### src/hw/rtl/facr_pkg.sv
// Shared types and constants for the fully associative cache replacement core.
package facr_pkg;

   // Fixed widths of the channel payloads
   localparam int ADDR_W     = 32;
   localparam int COUNT_W    = 32;
   localparam int CAP_W      = 5;
   localparam int CSR_IDX_W  = 2;
   localparam int CSR_DATA_W = 32;

   // Register indexes of the configuration port
   localparam logic [CSR_IDX_W-1:0] CSR_POLICY   = 2'd0;
   localparam logic [CSR_IDX_W-1:0] CSR_CAPACITY = 2'd1;

   // Replacement policy codes
   typedef enum logic {
      POLICY_FIFO = 1'b0,
      POLICY_LRU  = 1'b1
   } policy_type;

   // Reset values of the registers
   localparam policy_type           POLICY_RESET   = POLICY_LRU;
   localparam logic [CAP_W-1:0]     CAPACITY_RESET = 5'd16;
   localparam logic [COUNT_W-1:0]   COUNT_MAX      = '1;

   // Control from the top level to the entry store for one word
   typedef struct packed {
      logic update;    // commit this word to the store
      logic lru_mode;  // move a hit entry to the newest end
      logic full;      // store holds the effective capacity
   } store_ctrl_type;

endpackage

### src/hw/rtl/facr_if.sv
// Channel interfaces: lookup request, lookup response and register write.
interface facr_req_if;
   import facr_pkg::*;
   logic              valid;
   logic              ready;
   logic [ADDR_W-1:0] block_address;
   modport source (output valid, output block_address, input ready);
   modport sink   (input valid, input block_address, output ready);
endinterface

interface facr_rsp_if;
   import facr_pkg::*;
   logic               valid;
   logic               ready;
   logic               hit;
   logic               evicted;
   logic [ADDR_W-1:0]  evicted_address;
   logic [COUNT_W-1:0] access_count;
   logic [COUNT_W-1:0] miss_count;
   modport source (output valid, output hit, output evicted, output evicted_address,
                   output access_count, output miss_count, input ready);
   modport sink   (input valid, input hit, input evicted, input evicted_address,
                   input access_count, input miss_count, output ready);
endinterface

interface facr_csr_if;
   import facr_pkg::*;
   logic                  valid;
   logic                  ready;
   logic [CSR_IDX_W-1:0]  index;
   logic [CSR_DATA_W-1:0] data;
   modport source (output valid, output index, output data, input ready);
   modport sink   (input valid, input index, input data, output ready);
endinterface

### src/hw/rtl/facr_store.sv
// Age-ordered entry store with parallel match and shift update.
module facr_store #(
   parameter int ENTRIES = 16,
   parameter int KEEP_W  = 32,
   parameter int FILL_W  = 5
) (
   input  logic                     clock,
   input  facr_pkg::store_ctrl_type ctrl,
   input  logic [FILL_W-1:0]        fill_level,
   input  logic [KEEP_W-1:0]        lookup_addr,
   output logic                     hit,
   output logic [KEEP_W-1:0]        oldest
);
   import facr_pkg::*;

   logic [KEEP_W-1:0] entries_ff [ENTRIES];
   logic [KEEP_W-1:0] entries_in [ENTRIES];
   logic [ENTRIES-1:0] match;
   logic [ENTRIES-1:0] at_or_after;
   logic               do_shift;
   logic [FILL_W-1:0]  last_slot;

   assign last_slot = fill_level - FILL_W'(1);
   assign hit       = |match;
   assign oldest    = entries_ff[0];
   // Shift on an LRU hit (from the hit slot) or on a miss into a full store (from slot 0)
   assign do_shift  = hit ? ctrl.lru_mode : ctrl.full;

   for (genvar i = 0; i < ENTRIES; i++) begin : g_slot
      logic [KEEP_W-1:0] next_val;

      assign match[i] = (FILL_W'(i) < fill_level) && (entries_ff[i] == lookup_addr);

      if (i == 0) begin : g_first
         assign at_or_after[i] = match[i];
      end else begin : g_rest
         assign at_or_after[i] = at_or_after[i-1] | match[i];
      end

      if (i == ENTRIES - 1) begin : g_tail
         assign next_val = entries_ff[i];
      end else begin : g_body
         assign next_val = entries_ff[i+1];
      end

      always_comb begin
         entries_in[i] = entries_ff[i];
         if (do_shift) begin
            if (FILL_W'(i) == last_slot) begin
               entries_in[i] = lookup_addr;
            end else if ((FILL_W'(i) < last_slot) && (!hit || at_or_after[i])) begin
               entries_in[i] = next_val;
            end
         end else if (!hit && (FILL_W'(i) == fill_level)) begin
            entries_in[i] = lookup_addr;
         end
      end

      always_ff @(posedge clock) begin
         if (ctrl.update) begin
            entries_ff[i] <= entries_in[i];
         end
      end
   end

endmodule

### src/hw/rtl/fully_assoc_cache_replacement_core.sv
// Top level of the fully associative cache replacement core.
// Each request word carries one block address; the core looks it up among up
// to ENTRIES stored addresses kept oldest-first, applies FIFO or LRU
// replacement, and returns one response word with hit, eviction and saturating
// access and miss totals. Throughput is one word per cycle: the whole lookup
// (parallel compare over all ENTRIES slots plus the shift update of the store)
// sits between the request register and the response register, so the
// response word is registered as the request word advances, and a
// stalled response holds the request register and with it the request side.
// Entries need no clearing pass: only slots below the fill level are ever
// compared. Write the registers only while the core is idle; the register
// port always accepts.
module fully_assoc_cache_replacement_core #(
   parameter int ENTRIES   = 16,
   parameter int ADDR_BITS = 32
) (
   input  logic       clock,
   input  logic       reset,
   facr_req_if.sink   req_if,
   facr_rsp_if.source rsp_if,
   facr_csr_if.sink   csr_if
);
   import facr_pkg::*;

   // Stored address bits: masked to ADDR_BITS, never wider than the port
   localparam int KEEP_W = (ADDR_BITS < ADDR_W) ? ADDR_BITS : ADDR_W;
   localparam int FILL_W = $clog2(ENTRIES + 1);
   localparam int CMP_W  = (FILL_W > CAP_W) ? FILL_W : CAP_W;

   // Configuration registers
   policy_type         policy_ff, policy_in;
   logic [CAP_W-1:0]   capacity_ff, capacity_in;

   // Request register
   logic               req_vld_ff, req_vld_in;
   logic [KEEP_W-1:0]  req_addr_ff, req_addr_in;

   // Core state and response register
   logic [FILL_W-1:0]  fill_ff, fill_in;
   logic [COUNT_W-1:0] access_ff, access_in;
   logic [COUNT_W-1:0] miss_ff, miss_in;
   logic               rsp_vld_ff, rsp_vld_in;
   logic               hit_ff, hit_in;
   logic               evicted_ff, evicted_in;
   logic [KEEP_W-1:0]  ev_addr_ff, ev_addr_in;

   logic               advance;
   logic [CMP_W-1:0]   cap_raw;
   logic [CMP_W-1:0]   cap_eff;
   logic               full;
   logic               hit;
   logic [KEEP_W-1:0]  oldest;
   store_ctrl_type     ctrl;

   // Advance the request word into the response register when that is free
   assign advance       = req_vld_ff && (!rsp_vld_ff || rsp_if.ready);
   assign req_if.ready  = !req_vld_ff || advance;
   assign csr_if.ready  = 1'b1;

   // Clamp capacity into 1..ENTRIES
   assign cap_raw = CMP_W'(capacity_ff);
   always_comb begin
      cap_eff = cap_raw;
      if (cap_raw == '0) begin
         cap_eff = CMP_W'(1);
      end else if (cap_raw > CMP_W'(ENTRIES)) begin
         cap_eff = CMP_W'(ENTRIES);
      end
   end
   assign full = CMP_W'(fill_ff) >= cap_eff;

   assign ctrl.update   = advance;
   assign ctrl.lru_mode = (policy_ff == POLICY_LRU);
   assign ctrl.full     = full;

   facr_store #(
      .ENTRIES (ENTRIES),
      .KEEP_W  (KEEP_W),
      .FILL_W  (FILL_W)
   ) u_store (
      .clock       (clock),
      .ctrl        (ctrl),
      .fill_level  (fill_ff),
      .lookup_addr (req_addr_ff),
      .hit         (hit),
      .oldest      (oldest)
   );

   // Register writes; drop unknown indexes
   always_comb begin
      policy_in   = policy_ff;
      capacity_in = capacity_ff;
      if (csr_if.valid) begin
         case (csr_if.index)
            CSR_POLICY:   policy_in   = policy_type'(csr_if.data[0]);
            CSR_CAPACITY: capacity_in = csr_if.data[CAP_W-1:0];
            default:      ;
         endcase
      end
   end

   // Request register: load on acceptance, clear when drained
   always_comb begin
      req_vld_in  = req_vld_ff;
      req_addr_in = req_addr_ff;
      if (req_if.valid && req_if.ready) begin
         req_vld_in  = 1'b1;
         req_addr_in = req_if.block_address[KEEP_W-1:0];
      end else if (advance) begin
         req_vld_in  = 1'b0;
      end
   end

   // Lookup result, totals and fill level
   always_comb begin
      fill_in    = fill_ff;
      access_in  = access_ff;
      miss_in    = miss_ff;
      hit_in     = hit_ff;
      evicted_in = evicted_ff;
      ev_addr_in = ev_addr_ff;
      rsp_vld_in = rsp_vld_ff;
      if (rsp_vld_ff && rsp_if.ready) begin
         rsp_vld_in = 1'b0;
      end
      if (advance) begin
         rsp_vld_in = 1'b1;
         hit_in     = hit;
         evicted_in = !hit && full;
         ev_addr_in = (!hit && full) ? oldest : '0;
         if (access_ff != COUNT_MAX) begin
            access_in = access_ff + COUNT_W'(1);
         end
         if (!hit) begin
            if (miss_ff != COUNT_MAX) begin
               miss_in = miss_ff + COUNT_W'(1);
            end
            if (!full) begin
               fill_in = fill_ff + FILL_W'(1);
            end
         end
      end
   end

   always_ff @(posedge clock) begin
      if (reset) begin
         policy_ff   <= POLICY_RESET;
         capacity_ff <= CAPACITY_RESET;
         req_vld_ff  <= 1'b0;
         rsp_vld_ff  <= 1'b0;
         fill_ff     <= '0;
         access_ff   <= '0;
         miss_ff     <= '0;
      end else begin
         policy_ff   <= policy_in;
         capacity_ff <= capacity_in;
         req_vld_ff  <= req_vld_in;
         rsp_vld_ff  <= rsp_vld_in;
         fill_ff     <= fill_in;
         access_ff   <= access_in;
         miss_ff     <= miss_in;
      end
   end

   always_ff @(posedge clock) begin
      req_addr_ff <= req_addr_in;
      hit_ff      <= hit_in;
      evicted_ff  <= evicted_in;
      ev_addr_ff  <= ev_addr_in;
   end

   assign rsp_if.valid           = rsp_vld_ff;
   assign rsp_if.hit             = hit_ff;
   assign rsp_if.evicted         = evicted_ff;
   assign rsp_if.evicted_address = ADDR_W'(ev_addr_ff);
   assign rsp_if.access_count    = access_ff;
   assign rsp_if.miss_count      = miss_ff;

   // A hit never evicts
   a_hit_no_evict: assert property (@(posedge clock) disable iff (reset)
      rsp_vld_ff |-> !(hit_ff && evicted_ff))
      else $error("hit reported together with eviction");

   // Misses never outnumber accesses
   a_miss_le_access: assert property (@(posedge clock) disable iff (reset)
      miss_ff <= access_ff)
      else $error("miss total exceeds access total");

   // Fill level stays within the store
   a_fill_bound: assert property (@(posedge clock) disable iff (reset)
      CMP_W'(fill_ff) <= CMP_W'(ENTRIES))
      else $error("fill level beyond store depth");

   // A miss into a store that is not full appends without eviction
   a_append_no_evict: assert property (@(posedge clock) disable iff (reset)
      (advance && !hit && !full) |=> (rsp_vld_ff && !evicted_ff && fill_ff != '0))
      else $error("append reported an eviction");

endmodule

### src/flat_wrapper.sv
// flat-port wrapper written by rule: the top's interface ports become plain ports
module fully_assoc_cache_replacement_core_flat import facr_pkg::*;
#(
   parameter int ENTRIES   = 16,
   parameter int ADDR_BITS = 32
)
  (clock, reset, req_if_valid, req_if_block_address, req_if_ready, rsp_if_valid, rsp_if_hit, rsp_if_evicted, rsp_if_evicted_address, rsp_if_access_count, rsp_if_miss_count, rsp_if_ready, csr_if_valid, csr_if_index, csr_if_data, csr_if_ready);
  facr_req_if req_if_i ();
  facr_rsp_if rsp_if_i ();
  facr_csr_if csr_if_i ();
  input  logic clock;
  input  logic reset;
  input wire logic [$bits(req_if_i.valid)-1:0] req_if_valid;
  input wire logic [$bits(req_if_i.block_address)-1:0] req_if_block_address;
  output wire logic [$bits(req_if_i.ready)-1:0] req_if_ready;
  output wire logic [$bits(rsp_if_i.valid)-1:0] rsp_if_valid;
  output wire logic [$bits(rsp_if_i.hit)-1:0] rsp_if_hit;
  output wire logic [$bits(rsp_if_i.evicted)-1:0] rsp_if_evicted;
  output wire logic [$bits(rsp_if_i.evicted_address)-1:0] rsp_if_evicted_address;
  output wire logic [$bits(rsp_if_i.access_count)-1:0] rsp_if_access_count;
  output wire logic [$bits(rsp_if_i.miss_count)-1:0] rsp_if_miss_count;
  input wire logic [$bits(rsp_if_i.ready)-1:0] rsp_if_ready;
  input wire logic [$bits(csr_if_i.valid)-1:0] csr_if_valid;
  input wire logic [$bits(csr_if_i.index)-1:0] csr_if_index;
  input wire logic [$bits(csr_if_i.data)-1:0] csr_if_data;
  output wire logic [$bits(csr_if_i.ready)-1:0] csr_if_ready;
  assign req_if_i.valid = req_if_valid;
  assign req_if_i.block_address = req_if_block_address;
  assign req_if_ready = req_if_i.ready;
  assign rsp_if_valid = rsp_if_i.valid;
  assign rsp_if_hit = rsp_if_i.hit;
  assign rsp_if_evicted = rsp_if_i.evicted;
  assign rsp_if_evicted_address = rsp_if_i.evicted_address;
  assign rsp_if_access_count = rsp_if_i.access_count;
  assign rsp_if_miss_count = rsp_if_i.miss_count;
  assign rsp_if_i.ready = rsp_if_ready;
  assign csr_if_i.valid = csr_if_valid;
  assign csr_if_i.index = csr_if_index;
  assign csr_if_i.data = csr_if_data;
  assign csr_if_ready = csr_if_i.ready;
  fully_assoc_cache_replacement_core #(.ENTRIES(ENTRIES), .ADDR_BITS(ADDR_BITS)) u_core (.clock(clock), .reset(reset), .req_if(req_if_i), .rsp_if(rsp_if_i), .csr_if(csr_if_i));
endmodule
### config.mk
export PLATFORM = sky130hd
export DESIGN_NAME = fully_assoc_cache_replacement_core_flat
export DESIGN_NICKNAME = d
export VERILOG_FILES = /design/src/hw/rtl/facr_pkg.sv /design/src/hw/rtl/facr_if.sv /design/src/hw/rtl/facr_store.sv /design/src/hw/rtl/fully_assoc_cache_replacement_core.sv /design/src/flat_wrapper.sv
export SDC_FILE = /design/constraint.sdc
export NUM_CORES = 1
export LEC_CHECK = 0
export BUFFER_PORTS_ARGS = -buffer_cell sky130_fd_sc_hd__buf_2
export CORE_UTILIZATION = 41
export CTS_CLUSTER_DIAMETER = 30
export DETAILED_ROUTE_END_ITERATION = 7
export PLACE_DENSITY = 0.66
export SETUP_SLACK_MARGIN = 0.2
export SLEW_MARGIN = 25
export SYNTH_ARGS = -nofsm -noshare
export SYNTH_HDL_FRONTEND = slang
export SYNTH_HIERARCHICAL = 1
export SYNTH_SLANG_ARGS = --single-unit
### constraint.sdc
create_clock -name clock -period 13.8 [get_ports clock]
set_clock_uncertainty 0.05 [all_clocks]
set_input_delay 2.07 -clock clock [delete_from_list [all_inputs] [get_ports clock]]
set_output_delay 2.07 -clock clock [all_outputs]
set_load 0.005 [all_outputs]
-- Yosys cells after proc, flatten, opt, wreduce, memory -nomap -nowiden
Memory sizes are Yosys's and may differ from the RTL's.
Cells that the tools add are included.
- memories: 1
- bits in registers: 143
- memory bits (writable): 512
- output and inout bits: 101
- memory list (name ; words ; width ; read ports ; clocked after Yosys merged registers in ; wr ports ; line ; source):
    u_core.u_store.entries_ff ; 16 ; 32 ; 16 ; 0 ; 16 ; facr_store.sv:16 ; logic [KEEP_W-1:0] entries_ff [ENTRIES];
- reductions and logical operators: 83
- equal/unequal tests: 49
- add/subtract/negate cells: 4
- muxes and demuxes: 72
- magnitude comparators: 33
- bitwise gates (word level): 16
- operators by type and width (cell ; number):
    32-bit two-way mux ; 63
    32-bit equality test ; 16
    4-bit by 5-bit equality test with 1-bit output, first input constant ; 16
    4-bit by 5-bit less-than comparator with 1-bit output, first input constant ; 15
    32-bit by 1-bit adder with 32-bit output, second input constant ; 2
    32-bit inequality test, second input constant ; 2
    1-bit logical AND ; 51
    3-bit by 5-bit equality test with 1-bit output, first input constant ; 8
    3-bit by 5-bit less-than comparator with 1-bit output, first input constant ; 8
    2-bit by 5-bit equality test with 1-bit output, first input constant ; 4
    1-bit by 5-bit less-than comparator with 1-bit output, first input constant ; 4
    2-bit by 5-bit less-than comparator with 1-bit output, first input constant ; 4
    1-bit logical OR ; 17
    16-bit OR reduction ; 1
    5-bit zero test ; 3
    1-bit bitwise OR ; 14
    1-bit by 5-bit equality test with 1-bit output, first input constant ; 2
    5-bit two-way mux ; 2
    1-bit two-way mux ; 7
    2-bit AND reduction ; 3
    3-bit AND reduction ; 2
    5-bit by 1-bit adder with 5-bit output, second input constant ; 1
    5-bit >= comparator ; 1
    5-bit greater-than comparator, second input constant ; 1
    other kinds (6) ; 10

-- Depth between registers and ports, before layout
An unclocked memory read counts as a cell.
- depth after elaboration: 22
- gate-level depth with buffers: 16
- mapped depth without buffers: 12

-- Hierarchy
Netlist, hierarchy kept.
- by module, submodules not included (module ; sequential area each (um^2) ; area an instance (um^2) ; cells an instance ; times used):
    facr_store ; 15374.7 ; 30992.2 ; 2290 ; 1
    fully_assoc_cache_replacement_core ; 3523.4 ; 5941.9 ; 543 ; 1

-- Worst setup path after synthesis
No wires, ideal clock.
- path type: in2reg
- from: in rsp_if_ready
- to: mem u_core.u_store.entries_ff[5][0] (netlist: u_core/u_store/entries_ff[0][160]), enable pin
- arrival: 6.217 ns
- setup slack: 7.059 ns
- stages on the path: 7
- data required time: 13.275 ns
- setup time: 0.475 ns
- path buffers: 2
- path through: nand2b_1 nand2_1 inv_1 clkbuf_1 o21ai_0 clkbuf_1 a221oi_1
- RTL lines (item ; line ; source):
    start, declared ; flat_wrapper.sv:22 ; input wire logic [$bits(rsp_if_i.ready)-1:0] rsp_if_ready;
    end, declared ; facr_store.sv:16 ;

==> results.json <==
{
  "pin_count": 172,
  "layout_common_cells": "578 x edfxtp_1, 316 x xnor2_1, 269 x mux2_2",
  "port_buffers": 143,
  "die_h_um": 302,
  "hold_buffers": 0,
  "cp_max_fo": 32,
  "grt_pass1_wl_mm": 149,
  "synth_edf_count": 578,
  "antenna_found_initial": 1,
  "synthDistinctLibCells": 83,
  "grt_usage_pct": 22.0,
  "startpoint_type": "flip-flop",
  "ant_nets": 0,
  "async_reset_ff_share_pct": 0,
  "num-fill-cells": 7625,
  "rr_worst_depth": 13,
  "cts_made_buffers": 155,
  "synth_cells": 2833,
  "cp_top_family": "simple AND/OR/NAND/NOR gates",
  "worst_pin_slew_ns": 0.908,
  "crit_top_cell": "buf_4",
  "r2r_slack_ns": 8.46,
  "drt_iter0_drc": 2004,
  "cellPowerDensity_nw_per_um2": 146,
  "worst_path_largest_cell_delay_ns": 0.57,
  "worst_setup_hold_path_clk_slew_ns": 0.04,
  "finalHoldViolations": 0,
  "synth_area_um2": 36900,
  "relSlewSlack_pct": 39.4,
  "ir_worst_vdd_uv": 120,
  "post_cts_resized": 0,
  "fin_crit_sh_pct": 38.7,
  "syn_avg_cell_area_um2": 13.0,
  "worst_setup_path_end_kind": "flip-flop",
  "ys_seq_area_share_pct": 51.2,
  "grt_util_met1_pct": 28.2,
  "cap_viol_max_count": 0,
  "stdcell_count": 4259,
  "overflow": 0,
  "area_growth_pct": 18.3,
  "cp.arrival_ns": 5.62,
  "synth-main-ff-cell": "edfxtp_1",
  "worstPathCellList": "buf_4 -> buf_4 -> xor2_1 -> nor4_1 -> nand4_1 -> or4_1 -> o211ai_1 -> nor4_1 -> nand2b_1 -> nor2_2 -> buf_4 -> a221oi_4 -> buf_4",
  "drive_above_1_share_pct": 30.8,
  "status": "complete, no violations",
  "core-area_um2": 88800,
  "r2r_end": "u_core/u_store/entries_ff[0][23]",
  "gp_congestion": 0.910,
  "final_core_util_pct": 49.2,
  "r2r-start": "u_core/req_addr_ff[0]",
  "dp_hpwl_mm": 68.9,
  "clock_tree.root_cell": "clkbuf_16",
  "min_to": "u_core/rsp_if.miss_count[31]",
  "htree_num_levels": 4,
  "dp.cells": 3971,
  "wl_per_cell_um": 23.7,
  "drc": 0,
  "globalRouteMet3Util_pct": 3.38,
  "top_usage_layer": "met2",
  "setup_tns_ns": 0,
  "dr.pass1.iters": 5,
  "hold_path_depth": 1,
  "grt_max_degree": 79,
  "yosys_warnings": 6,
  "grt_util_met2_pct": 36.4,
  "required_ns": 14.08,
  "post_cts_buffers": 0,
  "power_leakage_nw": 15.3,
  "setup_viol": 0,
  "clock_path_buffers": 3,
  "viasPerCell": 5.54,
  "clock-sinks": 655,
  "final_common_cell": "edfxtp_1",
  "rsz0062_at_grt": "no",
  "ys_ff_latch": 655,
  "dr_total_vias": 23600,
  "fin_nets": 3049,
  "cts_tree": "yes",
  "clk_latency_ns": 0.75,
  "min_from": "u_core/rsp_if.miss_count[31]",
  "drt_wl_total_mm": 101,
  "fmax_mhz": 187,
  "initial_core_util_pct": 41.6,
  "grt_pass1_vias": 23600,
  "rows": 109,
  "period_needed_ns": 5.34,
  "path_class": "reg2reg",
  "die_w_um": 302,
  "syn_nets": 2917,
  "die-area_um2": 91300,
  "drv_slew": 0,
  "slowest_stage": "or4_1",
  "path_buf_inv": 4,
  "hold_class": "reg2reg"
}
[how the worst max path moves through the flow]
stage                               start                           endpoint  slack, ns  cells after the start
floorplan                    rsp_if_ready  u_core/u_store/entries_ff[0][160]       7.06                      7
global placement    u_core/req_addr_ff[0]   u_core/u_store/entries_ff[0][29]       8.60                     13
detailed placement  u_core/req_addr_ff[0]   u_core/u_store/entries_ff[0][29]       8.50                     13
CTS                 u_core/req_addr_ff[0]   u_core/u_store/entries_ff[0][23]       8.45                     13
global route        u_core/req_addr_ff[0]   u_core/u_store/entries_ff[0][23]       8.32                     13
finish              u_core/req_addr_ff[0]   u_core/u_store/entries_ff[0][23]       8.46                     13
[final cells by class]
cell class / count / area [um2] / area share (%)
flip-flops and latches: 655 / 18900 / 43.2
multi-input cells: 1919 / 16600 / 38.0
clock buffers: 181 / 4100 / 9.38
well taps: 1165 / 1460 / 3.34
repair buffers: 218 / 1340 / 3.06
clock inverters: 104 / 1230 / 2.81
inverters: 16 / 60.1 / 0.137
diodes: 1 / 2.50 / 0.00573
[cells in the mapped netlist (all sizes together) (4+ instances only)]
master	number	share of area, %
edfxtp	578	47
mux2	480	16
xnor2	318	7.6
xor2	260	6.2
buf	186	3.7
nand4	167	2.8
nor2	115	1.2
nor4	112	1.9
nand2	87	0.88
dfxtp	77	4.2
nand3	68	0.97
clkbuf	57	0.58
nor3	48	0.72
and2	43	0.73
o21ai	22	0.32
a21oi	20	0.30
and3	17	0.29
inv	16	0.16
and4	13	0.32
ha	13	0.44
or4	12	0.27
a221oi	11	0.31
a22oi	9	0.47
nor4b	9	0.21
or3	9	0.15
nor2b	8	0.14
a31oi	7	0.12
mux2i	7	0.19
a211oi	5	0.10
nand2b	5	0.085
nand3b	5	0.14
o211ai	5	0.10
nand4b	4	0.095
nand4bb	4	0.12
[routing by layer]
metal | routed length, um | vias to the layer above
met5 | 0 | -
met4 | 3900 | 0
met3 | 5350 | 230
met2 | 48600 | 827
met1 | 43000 | 11700
li1 | - | 10800
[registers in the layout, indices dropped and copies added, names as in the netlist]
name / cells
u_core/rsp_if.evicted: 1
u_core/req_addr_ff: 32
u_core/rsp_if.access_count: 32
u_core/cap_raw: 5
u_core/rsp_if.hit: 1
u_core/policy_ff: 1
u_core/rsp_if.evicted_address: 32
u_core/fill_ff: 5
u_core/rsp_if.miss_count: 32
u_core/rsp_if.valid: 1
u_core/req_vld_ff: 1
u_core/u_store/entries_ff: 512
[kinds of logic (layout without fill, tap and decap cells)]
logic type                 after synthesis  after routing  share of synthesized area, %
and+or+nand+nor                        737            737                          11.3
adders and majority gates               13             13                         0.440
buffers and inverters                  259            519                          4.48
AOI/OAI and AO/OA                      103            103                          2.35
DFF                                    655            655                          51.2
muxes                                  487            487                          16.5
other                                    1              2                        0.0102
xor gates and xnor gates               578            578                          13.7
[where the power goes]
| part | internal (mW) | switching (mW) |
|---|---|---|
| Combinational | 0.193 | 0.265 |
| Clock | 2.50 | 1.18 |
| Sequential | 2.21 | 0.0205 |
| Total | 4.90 | 1.46 |
[worst register-to-register path: stages, from the launching register on]
cell,delay (ns)
edfxtp_1,0.32
buf_4,0.36
buf_4,0.47
xor2_1,0.13
nor4_1,0.40
nand4_1,0.24
or4_1,0.57
o211ai_1,0.34
nor4_1,0.17
nand2b_1,0.53
nor2_2,0.29
buf_4,0.30
a221oi_4,0.28
buf_4,0.44
[stage by stage]
step | hold WS, ns | worst slack [ns] | total power, mW | instance area, um2
5_1_grt | 0.494 | 8.32 | 6.55 | 43700
3_5_place_dp | 0.434 | 8.50 | 2.71 | 38300
3_3_place_gp | 0.432 | 8.60 | 2.71 | 38300
2_1_floorplan | 0.371 | 7.06 | 2.60 | 36900
6_report | 0.468 | 8.46 | 6.36 | 43700
4_1_cts | 0.464 | 8.45 | 6.41 | 43600
Note: power is estimated with default switching activity, not from simulation.
